[src/design/spq_pkg.sv]
package spq_pkg;

    // Default number of slots in the chain.
    localparam int QUEUE_DEPTH_DEF = 16;

    // Operation codes carried by the kind field.
    localparam logic KIND_ENQUEUE = 1'b0;
    localparam logic KIND_DEQUEUE = 1'b1;

    // Status codes of a result.
    localparam logic [1:0] STATUS_OK    = 2'd0;
    localparam logic [1:0] STATUS_FULL  = 2'd1;
    localparam logic [1:0] STATUS_EMPTY = 2'd2;

    // One stored entry.
    typedef struct packed {
        logic [7:0] prio;
        logic [7:0] chr;
    } entry_t;

    // Broadcast control from the top level to every cell.
    typedef struct packed {
        logic   enq;
        logic   deq;
        entry_t new_entry;
    } cell_ctrl_t;

endpackage

[src/design/spq_cell.sv]
module spq_cell
    import spq_pkg::*;
(
    input  logic       clk,
    input  cell_ctrl_t ctrl,
    input  logic       occupied,
    input  logic       left_yields,
    input  entry_t     left_entry,
    input  entry_t     right_entry,
    output entry_t     entry,
    output logic       yields
);

    entry_t entry_reg;
    entry_t entry_next;

    // This slot gives way to a new entry when it is empty or holds a strictly
    // greater priority. Along the sorted chain this flag is a step from 0 to 1.
    assign yields = !occupied || (entry_reg.prio > ctrl.new_entry.prio);

    // An insert shifts yielding slots toward the tail and drops the new entry
    // into the first yielding slot. A removal shifts every slot toward the head.
    always_comb
    begin
        entry_next = entry_reg;
        if (ctrl.enq && yields)
        begin
            entry_next = left_yields ? left_entry : ctrl.new_entry;
        end
        else if (ctrl.deq)
        begin
            entry_next = right_entry;
        end
    end

    // Slot payload needs no reset; only slots below the count are ever read.
    always_ff @(posedge clk)
    begin
        entry_reg <= entry_next;
    end

    assign entry = entry_reg;

endmodule

[src/design/sorted_priority_queue.sv]
// A result appears in the output register in the cycle after its input transfer.
// Throughput: one item per cycle while results are taken; the single output
// register stalls the input side while a result waits.
// Every slot of the cell chain compares against the new priority at once.
// Reset clears the entry count and the result valid; slot contents are not cleared.
module sorted_priority_queue
    import spq_pkg::*;
#(
    parameter int QUEUE_DEPTH = QUEUE_DEPTH_DEF
)
(
    input  logic       clk,
    input  logic       rst_n,
    input  logic       req_valid,
    output logic       req_stall,
    input  logic       kind,
    input  logic [7:0] new_priority,
    input  logic [7:0] new_char,
    output logic       res_valid,
    input  logic       res_stall,
    output logic [7:0] out_priority,
    output logic [7:0] out_char,
    output logic       out_valid,
    output logic [1:0] status,
    output logic [4:0] entry_count
);

    localparam int CW = $clog2(QUEUE_DEPTH + 1);
    localparam logic [CW-1:0] CNT_ONE  = CW'(1);
    localparam logic [CW-1:0] CNT_FULL = CW'(QUEUE_DEPTH);

    logic [CW-1:0] count_reg;
    logic [CW-1:0] count_next;
    logic          res_valid_reg;
    logic          res_valid_next;
    entry_t        res_entry_reg;
    entry_t        res_entry_next;
    logic          out_valid_reg;
    logic          out_valid_next;
    logic [1:0]    status_reg;
    logic [1:0]    status_next;

    logic       accept;
    logic       full;
    logic       empty;
    logic       enq_ok;
    logic       deq_ok;
    cell_ctrl_t ctrl;

    entry_t cell_entry  [QUEUE_DEPTH];
    logic   cell_yields [QUEUE_DEPTH];

    // Input transfer handshake: the output register must be free or leaving.
    assign req_stall = res_valid_reg && res_stall;
    assign accept    = req_valid && !req_stall;
    assign full      = (count_reg == CNT_FULL);
    assign empty     = (count_reg == '0);
    assign enq_ok    = accept && (kind == KIND_ENQUEUE) && !full;
    assign deq_ok    = accept && (kind == KIND_DEQUEUE) && !empty;

    assign ctrl.enq            = enq_ok;
    assign ctrl.deq            = deq_ok;
    assign ctrl.new_entry.prio = new_priority;
    assign ctrl.new_entry.chr  = new_char;

    // The chain of cells; slot 0 is the head.
    for (genvar i = 0; i < QUEUE_DEPTH; i++)
    begin : g_cell
        logic   occ;
        logic   left_y;
        entry_t left_e;
        entry_t right_e;

        assign occ = (count_reg > CW'(i));

        if (i == 0)
        begin : g_head
            assign left_y = 1'b0;
            assign left_e = ctrl.new_entry;
        end
        else
        begin : g_body
            assign left_y = cell_yields[i-1];
            assign left_e = cell_entry[i-1];
        end

        if (i == QUEUE_DEPTH - 1)
        begin : g_tail
            assign right_e = cell_entry[i];
        end
        else
        begin : g_inner
            assign right_e = cell_entry[i+1];
        end

        spq_cell u_cell
        (
            .clk         (clk),
            .ctrl        (ctrl),
            .occupied    (occ),
            .left_yields (left_y),
            .left_entry  (left_e),
            .right_entry (right_e),
            .entry       (cell_entry[i]),
            .yields      (cell_yields[i])
        );
    end

    // Entry count update.
    always_comb
    begin
        count_next = count_reg;
        if (enq_ok)
        begin
            count_next = count_reg + CNT_ONE;
        end
        else if (deq_ok)
        begin
            count_next = count_reg - CNT_ONE;
        end
    end

    // Result formation for the accepted item.
    always_comb
    begin
        res_valid_next = res_valid_reg && res_stall;
        res_entry_next = res_entry_reg;
        out_valid_next = out_valid_reg;
        status_next    = status_reg;
        if (accept)
        begin
            res_valid_next = 1'b1;
            res_entry_next = '0;
            out_valid_next = 1'b0;
            status_next    = STATUS_OK;
            if (kind == KIND_ENQUEUE)
            begin
                if (full)
                begin
                    status_next = STATUS_FULL;
                end
            end
            else if (empty)
            begin
                status_next = STATUS_EMPTY;
            end
            else
            begin
                res_entry_next = cell_entry[0];
                out_valid_next = 1'b1;
            end
        end
    end

    // Control registers.
    always_ff @(posedge clk or negedge rst_n)
    begin
        if (!rst_n)
        begin
            count_reg     <= '0;
            res_valid_reg <= 1'b0;
        end
        else
        begin
            count_reg     <= count_next;
            res_valid_reg <= res_valid_next;
        end
    end

    // Result payload registers.
    always_ff @(posedge clk)
    begin
        res_entry_reg <= res_entry_next;
        out_valid_reg <= out_valid_next;
        status_reg    <= status_next;
    end

    assign res_valid    = res_valid_reg;
    assign out_priority = res_entry_reg.prio;
    assign out_char     = res_entry_reg.chr;
    assign out_valid    = out_valid_reg;
    assign status       = status_reg;
    assign entry_count  = 5'(count_reg);

    // The count never passes the number of slots.
    a_count_bound: assert property (@(posedge clk) disable iff (!rst_n)
        count_reg <= CNT_FULL)
        else $error("entry count above queue depth");

    // A successful insert raises the count by one.
    a_enq_count: assert property (@(posedge clk) disable iff (!rst_n)
        enq_ok |=> count_reg == $past(count_reg) + CNT_ONE)
        else $error("insert did not raise the count");

    // A returned entry always carries the ok status.
    a_deq_status: assert property (@(posedge clk) disable iff (!rst_n)
        (res_valid_reg && out_valid_reg) |-> status_reg == STATUS_OK)
        else $error("returned entry with error status");

    // The two head slots stay in priority order.
    a_head_sorted: assert property (@(posedge clk) disable iff (!rst_n)
        (count_reg > CNT_ONE) |-> cell_entry[0].prio <= cell_entry[1].prio)
        else $error("head slots out of order");

endmodule
[config.mk]
export PLATFORM = sky130hd
export DESIGN_NAME = sorted_priority_queue
export DESIGN_NICKNAME = d
export VERILOG_FILES = /design/src/design/spq_pkg.sv /design/src/design/spq_cell.sv /design/src/design/sorted_priority_queue.sv
export SDC_FILE = /design/constraint.sdc
export NUM_CORES = 1
export LEC_CHECK = 0
export ABC_AREA = 0
export ABC_CLOCK_PERIOD_IN_PS = 3200
export BUFFER_PORTS_ARGS = -buffer_cell sky130_fd_sc_hd__buf_2
export CORE_MARGIN = 10
export CORE_UTILIZATION = 35
export CTS_BUF_LIST = sky130_fd_sc_hd__clkbuf_4 sky130_fd_sc_hd__clkbuf_8 sky130_fd_sc_hd__clkbuf_16
export CTS_CLUSTER_DIAMETER = 200
export DETAILED_ROUTE_END_ITERATION = 7
export MAX_ROUTING_LAYER = met4
export SLEW_MARGIN = 20
export SYNTH_ARGS = -nofsm -noshare
export SYNTH_HDL_FRONTEND = slang
export SYNTH_SLANG_ARGS = --single-unit
[constraint.sdc]
create_clock -name clk -period 3.2 [get_ports clk]
set_clock_uncertainty 0.05 [all_clocks]
set_input_delay 0.48 -clock clk [delete_from_list [all_inputs] [get_ports clk]]
set_output_delay 0.48 -clock clk [all_outputs]
set_load 0.02 [all_outputs]
* Yosys cells after proc, flatten, opt, wreduce, memory -nomap -nowiden
Cells that the tools add are included.
W data, S select, Z words.
** Word-level totals
- Register bits :: 281
- Output and inout port bits :: 26
** Operators by class
- Add/sub/neg operators :: 2
- $lt $le $gt $ge :: 32
- Equality and inequality tests :: 1
- Muxes and demuxes :: 52
- Bitwise gates (word level) :: 1
- Reduce and logical (&&, ||, !) cells :: 75
** Operators with widths (count)
- $mux W16 :: 45
- $gt A8 B8 Y1 :: 16
- $gt A5 B4 Y1 const B :: 8
- $reduce_bool A2 Y1 :: 16
- $logic_and A1 B1 Y1 :: 22
- $gt A5 B3 Y1 const B :: 4
- $logic_not A1 Y1 :: 19
- $logic_or A1 B1 Y1 :: 16
- $gt A5 B1 Y1 const B :: 2
- $gt A5 B2 Y1 const B :: 2
- $mux W5 :: 2
- $add A5 B1 Y5 const B :: 1
- $eq A5 B5 Y1 const B :: 1
- $logic_not A5 Y1 :: 1
- $sub A5 B1 Y5 const B :: 1
- $mux W2 :: 2
- $mux W1 :: 3
- $reduce_or A2 Y1 :: 1
- $not A1 Y1 :: 1

* Longest topological paths before layout
Gate-level depths: netlist (run 1).
- Word-level depth :: 7
- Gate-level depth with buffers :: 11
- Depth with buffers taken out :: 8

* Hierarchy
Synthesis (run 1) repeated with hierarchy kept, for this count alone.
** Second synthesis, totals
- Cell total of the unflattened synthesis :: 1591
- Area, all modules :: 19428.6 um2
** Modules (own cells, without submodules)
- spq_cell :: instances 16, cells an instance 92, area each 1131.1 um2, seq. area each 480.5 um2
- sorted_priority_queue :: instances 1, cells an instance 119, area each 1331.3 um2, seq. area each 720.7 um2

* Worst setup path before layout (run 1)
Ideal clock, no wire load.
- Path kind :: reg-to-reg
- Start :: register count_reg[0] (netlist: entry_count[0])
- End :: register g_cell[15].u_cell.entry_reg, in the netlist g_cell[15].u_cell.entry[0] (enable)
- Setup time :: 0.411 ns
- Arrival :: 2.916 ns
- Required time :: 2.739 ns
- Setup slack :: -0.177 ns
- Cell stages (with the launch flop) :: 9
- Path buffers :: 2
- Path through :: dfrtp_1 > buf_2 > inv_1 > ha_1 > and3_4 > nor3_4 > buf_2 > o21ai_0 > o21ai_0
** Between the ends
- Cells in the longest elaborated chain, start to end :: 4
- Elaborated cells on any way between the ends :: 7
- Classes of those cells :: order compare (1); eq/ne (1); reduce/logical (5)
** RTL lines
- start: declaration :: line sorted_priority_queue.sv:32 : logic [CW-1:0] count_reg;
- start signal: assignment :: line sorted_priority_queue.sv:165 : count_reg <= count_next;
- $gt A5 B4 Y1 or $eq A5 B5 Y1 (tied branches) :: line sorted_priority_queue.sv:74, sorted_priority_queue.sv:56
- $logic_not A1 Y1 (on tied branches) :: line spq_cell.sv:19, sorted_priority_queue.sv:58
- $logic_or A1 B1 Y1 or $logic_and A1 B1 Y1 (tied branches) :: line spq_cell.sv:19, sorted_priority_queue.sv:58
- $logic_and A1 B1 Y1 (*) :: line spq_cell.sv:26 : if (ctrl.enq && yields)
- end signal: assignment :: line spq_cell.sv:39 : entry_reg <= entry_next;
- end: declaration :: line spq_cell.sv:14 : entry_t entry_reg;
Mark *: on every way between the ends. The rest lies on a longest branch, timed or not.
A chain may end at the register's enable or synchronous reset.

==> results of run 1 <==
synth_stat cells (7+ instances only):
cell type	instances	area, sq um
nand2b_1	10	62.6
mux2_4	8	120
and2_1	16	100
nor3_1	12	60.1
mux2_2	46	518
nand4_1	27	169
mux2i_1	203	2030
a21oi_1	63	315
a21o_1	7	52.6
buf_2	13	65.1
nor2_1	12	45.0
clkbuf_1	58	218
nor2b_1	22	138
o31ai_1	7	52.6
o211ai_1	14	105
buf_4	13	97.6
nand2_1	228	856
edfxtp_1	275	8260
ha_1	134	1680
inv_1	31	116
nor3_2	8	80.1
o21ai_0	259	1300
cells in the final DEF (no fill, tap or decap), types with 5 or more instances in the layout:
cell type / instances
edfxtp_1: 275
o21ai_0: 258
nand2_1: 228
mux2i_1: 203
ha_1: 134
buf_4: 85
a21oi_1: 63
mux2_2: 46
buf_2: 46
inv_1: 31
clkbuf_16: 31
nand4_1: 27
nor2b_1: 22
buf_12: 20
and2_1: 16
o211ai_1: 14
nor2_1: 12
nor3_1: 12
nand2b_1: 10
clkbuf_4: 9
clkinv_1: 9
nor3_2: 8
mux2_4: 8
o31ai_4: 7
a21o_1: 7
o21a_1: 6
a211oi_1: 6
dfrtp_1: 6
clkinv_2: 5
cell families after synthesis:
kind of cell	after synthesis
flops	281
xor+xnor	3
fa+ha+maj	134
simple gates	362
compound gates	387
mux	258
buf+inv	118
metrics by stage:
stage	total power, W	util [%]	worst slack, ns
after floorplan	0.00746	-	0.124
after global placement	0.00864	38.9	0.0411
after detailed placement	0.00873	38.9	-0.0000133
after CTS	0.0122	40.9	0.382
after global routing	0.0128	40.9	0.196
final	0.0122	40.9	0.359
how the worst max path moves through the flow:
| stage | slack (ns) | depth (start not counted) | to | start |
|---|---|---|---|---|
| 6_report | 0.36 | 7 | g_cell[14].u_cell.entry[4]$_DFFE_PP_ | entry_count[2]$_DFFE_PN0P_ |
| 5_1_grt | 0.20 | 7 | g_cell[14].u_cell.entry[4]$_DFFE_PP_ | entry_count[2]$_DFFE_PN0P_ |
| 4_1_cts | 0.38 | 7 | g_cell[14].u_cell.entry[4]$_DFFE_PP_ | entry_count[2]$_DFFE_PN0P_ |
| 3_5_place_dp | -0.00001 | 11 | g_cell[11].u_cell.entry[14]$_DFFE_PP_ | new_priority[2] |
| 3_3_place_gp | 0.04 | 11 | g_cell[11].u_cell.entry[8]$_DFFE_PP_ | new_priority[2] |
| 2_1_floorplan | 0.12 | 9 | g_cell[14].u_cell.entry[10]$_DFFE_PP_ | new_priority[1] |
layout make-up:
type	instances	area [sq um]	share of cell area [%]
inverters	31	116	0.585
clock buffers	40	843	4.24
flip-flops and latches	281	8410	42.3
multi-input cells	1144	8340	41.9
well taps	622	778	3.91
repair buffers	152	1280	6.43
clock inverters	17	126	0.635
layer usage:
metal | vias to the layer above | track usage [%] | wire (um)
met4 | 0 | 5.70 | 1500
met1 | 6244 | 22.8 | 22400
met2 | 391 | 28.1 | 23300
met3 | 89 | 1.48 | 2780
li1 | 5982 | - | -
met5 | - | - | 0
power breakdown:
group          internal (W)  switching (W)
Clock               0.00200        0.00148
Sequential          0.00467       0.000394
Combinational       0.00155        0.00208
==> results.md, run 1 <==
* PortBufs at between 40 and 50
* Area growth from synthesis to layout at 16.0%
* Post-CTS setup buffer count at 0
* Number of diodes at 0
* Reg2reg end: g_cell[14].u_cell.entry[4]$_DFFE_PP_
* Slew headroom at 44.0%
* Final worst path period need at roughly 2.8 ns
* Slew Viols, Final at 0
* CTS tree: built
* Avg Cell Area, Syn at 11.1 sq um
* Clk_lat worst skew at 0.57 ns
* Synth Area in Compound Gates at 12.3%
* Worst r2r path cells at 7
* Post-CTS Hold Buffers at 1
* CP Data Required Time at 3.47 ns
* Layout Cells excl Fill at ~2300
* F_max at 352 MHz
* Startpoint Class: flip-flop
* Cell Pwr Density at approximately 610 nW/um^2
* # fillers at 4589
* Worst path cell trace: o21ai_0 -> o21ai_1 -> o21ai_0 -> nor3_2 -> buf_4 -> mux2_2 -> mux2_2
* Worst Hold Depth at 2
* Largest net degree at the start of global routing at 33
* ANT nets after route at 0
* Core area at 48600 sq um
* Vias in the first global route at 12900
* Post-synthesis simple-gate area fraction at under 10%
* Largest register FFs at 256
* Die H at ~240 um
* Post-route DRC at 0
* Post-layout nets at 1796
* Mux cell area share after synthesis at 15.6%
* Final hold slack at roughly 0.098 ns
* Detail Placement HPWL at 36600 um
* Initial Util at between 30% and 40%
* CP max-delay cell: dfrtp_1
* Post-Syn Instances at between 1500 and 2000
* Total track usage at between 10% and 20%
* Layout cell share with drive strength beyond 1 at approximately 17%
* HP Class: in2reg
* Vias per std cell at 5.56
* Post-DP Area at 18900 sq um
* Xor/xnor share of the synthesized area at less than 1%
* Grt ovf at 0
* Worst setup path category: reg2reg
* DR vias at 12700
* Die width at 241 um
* P_leak at 8.31 nW
* Final setup TNS at 0 ns
* Number of max-cap violations at 0
* Dpl cells at 2229
* Hold endpoint: res_valid$_DFF_PN0_
* Post-synthesis cell area at 17200 sq um
* Cts repair resizes at 0
* Crit path largest cell delay at 0.61 ns
* Sequential area share after synthesis at 49.0%
* Dominant combinational cell family by area after synthesis: multiplexers
* Crit path arrival time at 3.11 ns
* Peak supply drop at 285 uV
* Hold path start: req_valid
* RSZ-0062 raised after global routing: no
* Drt first-iter violations at 827
* Main flop type after synthesis: edfxtp_1
* Die area at about 58000 sq um
* Post-synth ARST share at 2.14%
* Row count at 81
* Post-synth EDFFs at between 200 and 300
* Clock Tree Buf Depth at 3
* Status: complete, no violations
* Fin crit share at 88.8%
* CP top delay family: compound AO/OA/AOI/OAI gates
* Post-synthesis adder-cell area fraction at 9.77%
* Initial antenna violation count at 0
* Worst slew pin tran at 0.833 ns
* Design Area, Final at 19900 sq um
* First-pass GRT wire length at 76900 um
* Netlist cell types at 54
* Clock slew at reported path FFs at 0.06 ns
* Worst-path maximum fanout at 12
* Clk sinks at 281
* Reg2reg setup slack at approximately 0.36 ns
* Post-synthesis net count at 1698
* Worst flop-to-flop path startpoint: entry_count[2]$_DFFE_PN0P_
* Final Hold Viols at 0
* CP Buf/Inv Count at 1
* DRT Pass-1 Iters at 8
* Synthesis-stage register bit count at 281
* H-tree levels at 1
* Setup violators final at 0
* Yosys warning total at 0
* Root buffer cell: clkbuf_16
* Total CTS buffers at 31
* Number of primary I/O pins at 47
* CP Capture Type: flip-flop
* GPL Wtd Cong at 0.883
* Routed WL at around 50000 um
* Routed len/inst at 21.9 um
No activity file was read; power rests on OpenSTA's default activity.
==> run 2, diff against run 1 <==
--- a/config.mk
+++ b/config.mk
@@ -6,14 +6,13 @@
 export NUM_CORES = 1
 export LEC_CHECK = 0
 export ABC_AREA = 0
-export ABC_CLOCK_PERIOD_IN_PS = 3200
 export BUFFER_PORTS_ARGS = -buffer_cell sky130_fd_sc_hd__buf_2
 export CORE_MARGIN = 10
 export CORE_UTILIZATION = 35
 export CTS_BUF_LIST = sky130_fd_sc_hd__clkbuf_4 sky130_fd_sc_hd__clkbuf_8 sky130_fd_sc_hd__clkbuf_16
-export CTS_CLUSTER_DIAMETER = 200
 export DETAILED_ROUTE_END_ITERATION = 7
 export MAX_ROUTING_LAYER = met4
+export PLACE_DENSITY_LB_ADDON = 0.25
 export SLEW_MARGIN = 20
 export SYNTH_ARGS = -nofsm -noshare
 export SYNTH_HDL_FRONTEND = slang
==> run 2 against run 1 <==
Effect of this change:
- sequential share of layout area shrank 0.45 points
- routed wire length grew 4.3%
- clock power grew 8.6%
- power grew 3.0%
- register-to-register slack lost 0.14 ns
- hold slack gained 0.031 ns
- maximum frequency shrank 4.8%
==> results.md, run 2 (synthesis gave the netlist of run 1 again) <==
* CP Buf/Inv Count at 1
* H-tree levels at 2
* Number of max-cap violations at 0
* Clk_lat worst skew at roughly 0.53 ns
* CP Capture Type: flip-flop
* Cell Pwr Density at 624 nW/um^2
* PortBufs at 46
* Routed len/inst at 22.7 um
* Total CTS buffers at 34
* Number of diodes at 0
* Fin crit share at 93.3%
* RSZ-0062 raised after global routing: no
* Clock slew at reported path FFs at roughly 0.060 ns
* Total track usage at roughly 18%
* Final Util at 41.3%
* Initial antenna violation count at 1
* Post-CTS setup buffer count at 0
* HP Class: in2reg
* Dpl cells at about 2200
* Post-DP Area at roughly 19000 sq um
* Slew headroom at 51.2%
* Die area at approximately 60000 sq um
* Post-layout nets at 1812
* Cts repair resizes at 0
* Design Area, Final at 20100 sq um
* Vias in the first global route at 12800
* ANT nets after route at 0
* F_max at 335 MHz
* Number of primary I/O pins at 47
* Grt ovf at 0
* Post-route DRC at 0
* Most common cell after layout, fill and taps aside: edfxtp_1
* GPL Wtd Cong at between 0.9 and 1
* Area growth from synthesis to layout at 17.2%
* Slew Viols, Final at 0
* Worst setup path category: reg2reg
* DR vias at ~13000
* Worst-path maximum fanout at 16
* Final worst path period need at 2.98 ns
* Crit path largest cell delay at 0.51 ns
* Clock Tree Buf Depth at 3
* DRT Pass-1 Iters at 5
* Peak supply drop at between 300 and 400 uV
* P_leak at 8.43 nW
* CP max-delay cell: edfxtp_1
* Crit path arrival time at 3.21 ns
* Die width at around 240 um
* Most frequent cells in the layout: 275 x edfxtp_1, 258 x o21ai_0, 228 x nand2_1
* CP top delay family: multiplexers
* Initial Util at 35.3%
* Layout Cells excl Fill at 2300
* # fillers at 4630
* Core area at 48600 sq um
* Drt first-iter violations at 1037
* Routed WL at about 52000 um
* Final hold slack at 0.129 ns
* CP Data Required Time at 3.43 ns
* Startpoint Class: flip-flop
* Die H at 241 um
* Clk sinks at 281
* Row count at a little over 80
* Final setup TNS at 0 ns
* Layout cell share with drive strength beyond 1 at 17.8%
* Largest register FFs at 256
* Worst path cell trace: ha_1 -> nand4_1 -> nor2b_1 -> a21boi_0 -> nor3_2 -> buf_12 -> mux2_1 -> mux2_2
* Setup violators final at 0
* First-pass GRT wire length at 79300 um
* Detail Placement HPWL at 38700 um
* Root buffer cell: clkbuf_16
* CTS tree: built
* Largest net degree at the start of global routing at 33
* Worst slew pin tran at 0.731 ns
* Vias per std cell at around 5.5
* Final Hold Viols at 0
* Status: complete, no violations
run 2: path summary, 6_finish.rpt:
check,startpoint,to,slack (ns),depth (start not counted)
max,g_cell[13].u_cell.entry[15]$_DFFE_PP_,g_cell[14].u_cell.entry[5]$_DFFE_PP_,0.22,8
min,req_valid,res_valid$_DFF_PN0_,0.13,2
max reg2reg,g_cell[13].u_cell.entry[15]$_DFFE_PP_,g_cell[14].u_cell.entry[5]$_DFFE_PP_,0.22,8
min reg2reg,g_cell[15].u_cell.entry[0]$_DFFE_PP_,g_cell[14].u_cell.entry[0]$_DFFE_PP_,0.50,1
max in group asynchronous,rst_n,entry_count[0]$_DFFE_PN0P_,2.68,2
min in group asynchronous,rst_n,res_valid$_DFF_PN0_,0.27,2
run 2: stage by stage:
stage / total power [W] / setup slack [ns]
floorplan: 0.00746 / 0.124
global placement: 0.00876 / 0.193
detailed placement: 0.00883 / 0.133
CTS: 0.0126 / 0.234
global route: 0.0132 / 0.0365
finish: 0.0125 / 0.215
run 2: worst reg2reg max path, cell delays in order, from the launching register on:
cell	delay [ns]
edfxtp_1	0.51
ha_1	0.47
nand4_1	0.22
nor2b_1	0.16
a21boi_0	0.46
nor3_2	0.12
buf_12	0.18
mux2_1	0.32
mux2_2	0.26
run 2: power breakdown:
group	leakage (nW)	total, W	switching, W	internal [W]
registers	2.65	0.00506	0.000390	0.00467
clock network	0.531	0.00378	0.00154	0.00223
logic	5.25	0.00371	0.00209	0.00161
total	8.43	0.0125	0.00403	0.00852
run 2: layout make-up:
cell class	instances	area, sq um	share of cell area (%)
clock buffer	45	986	4.90
sequential	281	8410	41.8
timing repair buffer	165	1400	6.97
multi-input combinational	1144	8340	41.5
inverter	31	116	0.579
tap	622	778	3.87
clock inverter	12	75.1	0.373
run 2: layer usage:
metal / routed length, um / global-route usage [%] / vias to the layer above
met1: 23700 / 24.2 / 6291
met3: 2750 / 2.18 / 76
li1: - / - / 6010
met5: 0 / - / -
met4: 1730 / 6.59 / 0
met2: 23900 / 28.9 / 355
run 2: timing repair:
item | 4_1_cts | 5_1_grt
hold endpoints to repair | 6 | 0
endpoints found under the setup margin | 0 | 0
hold buffers | 1 | 0
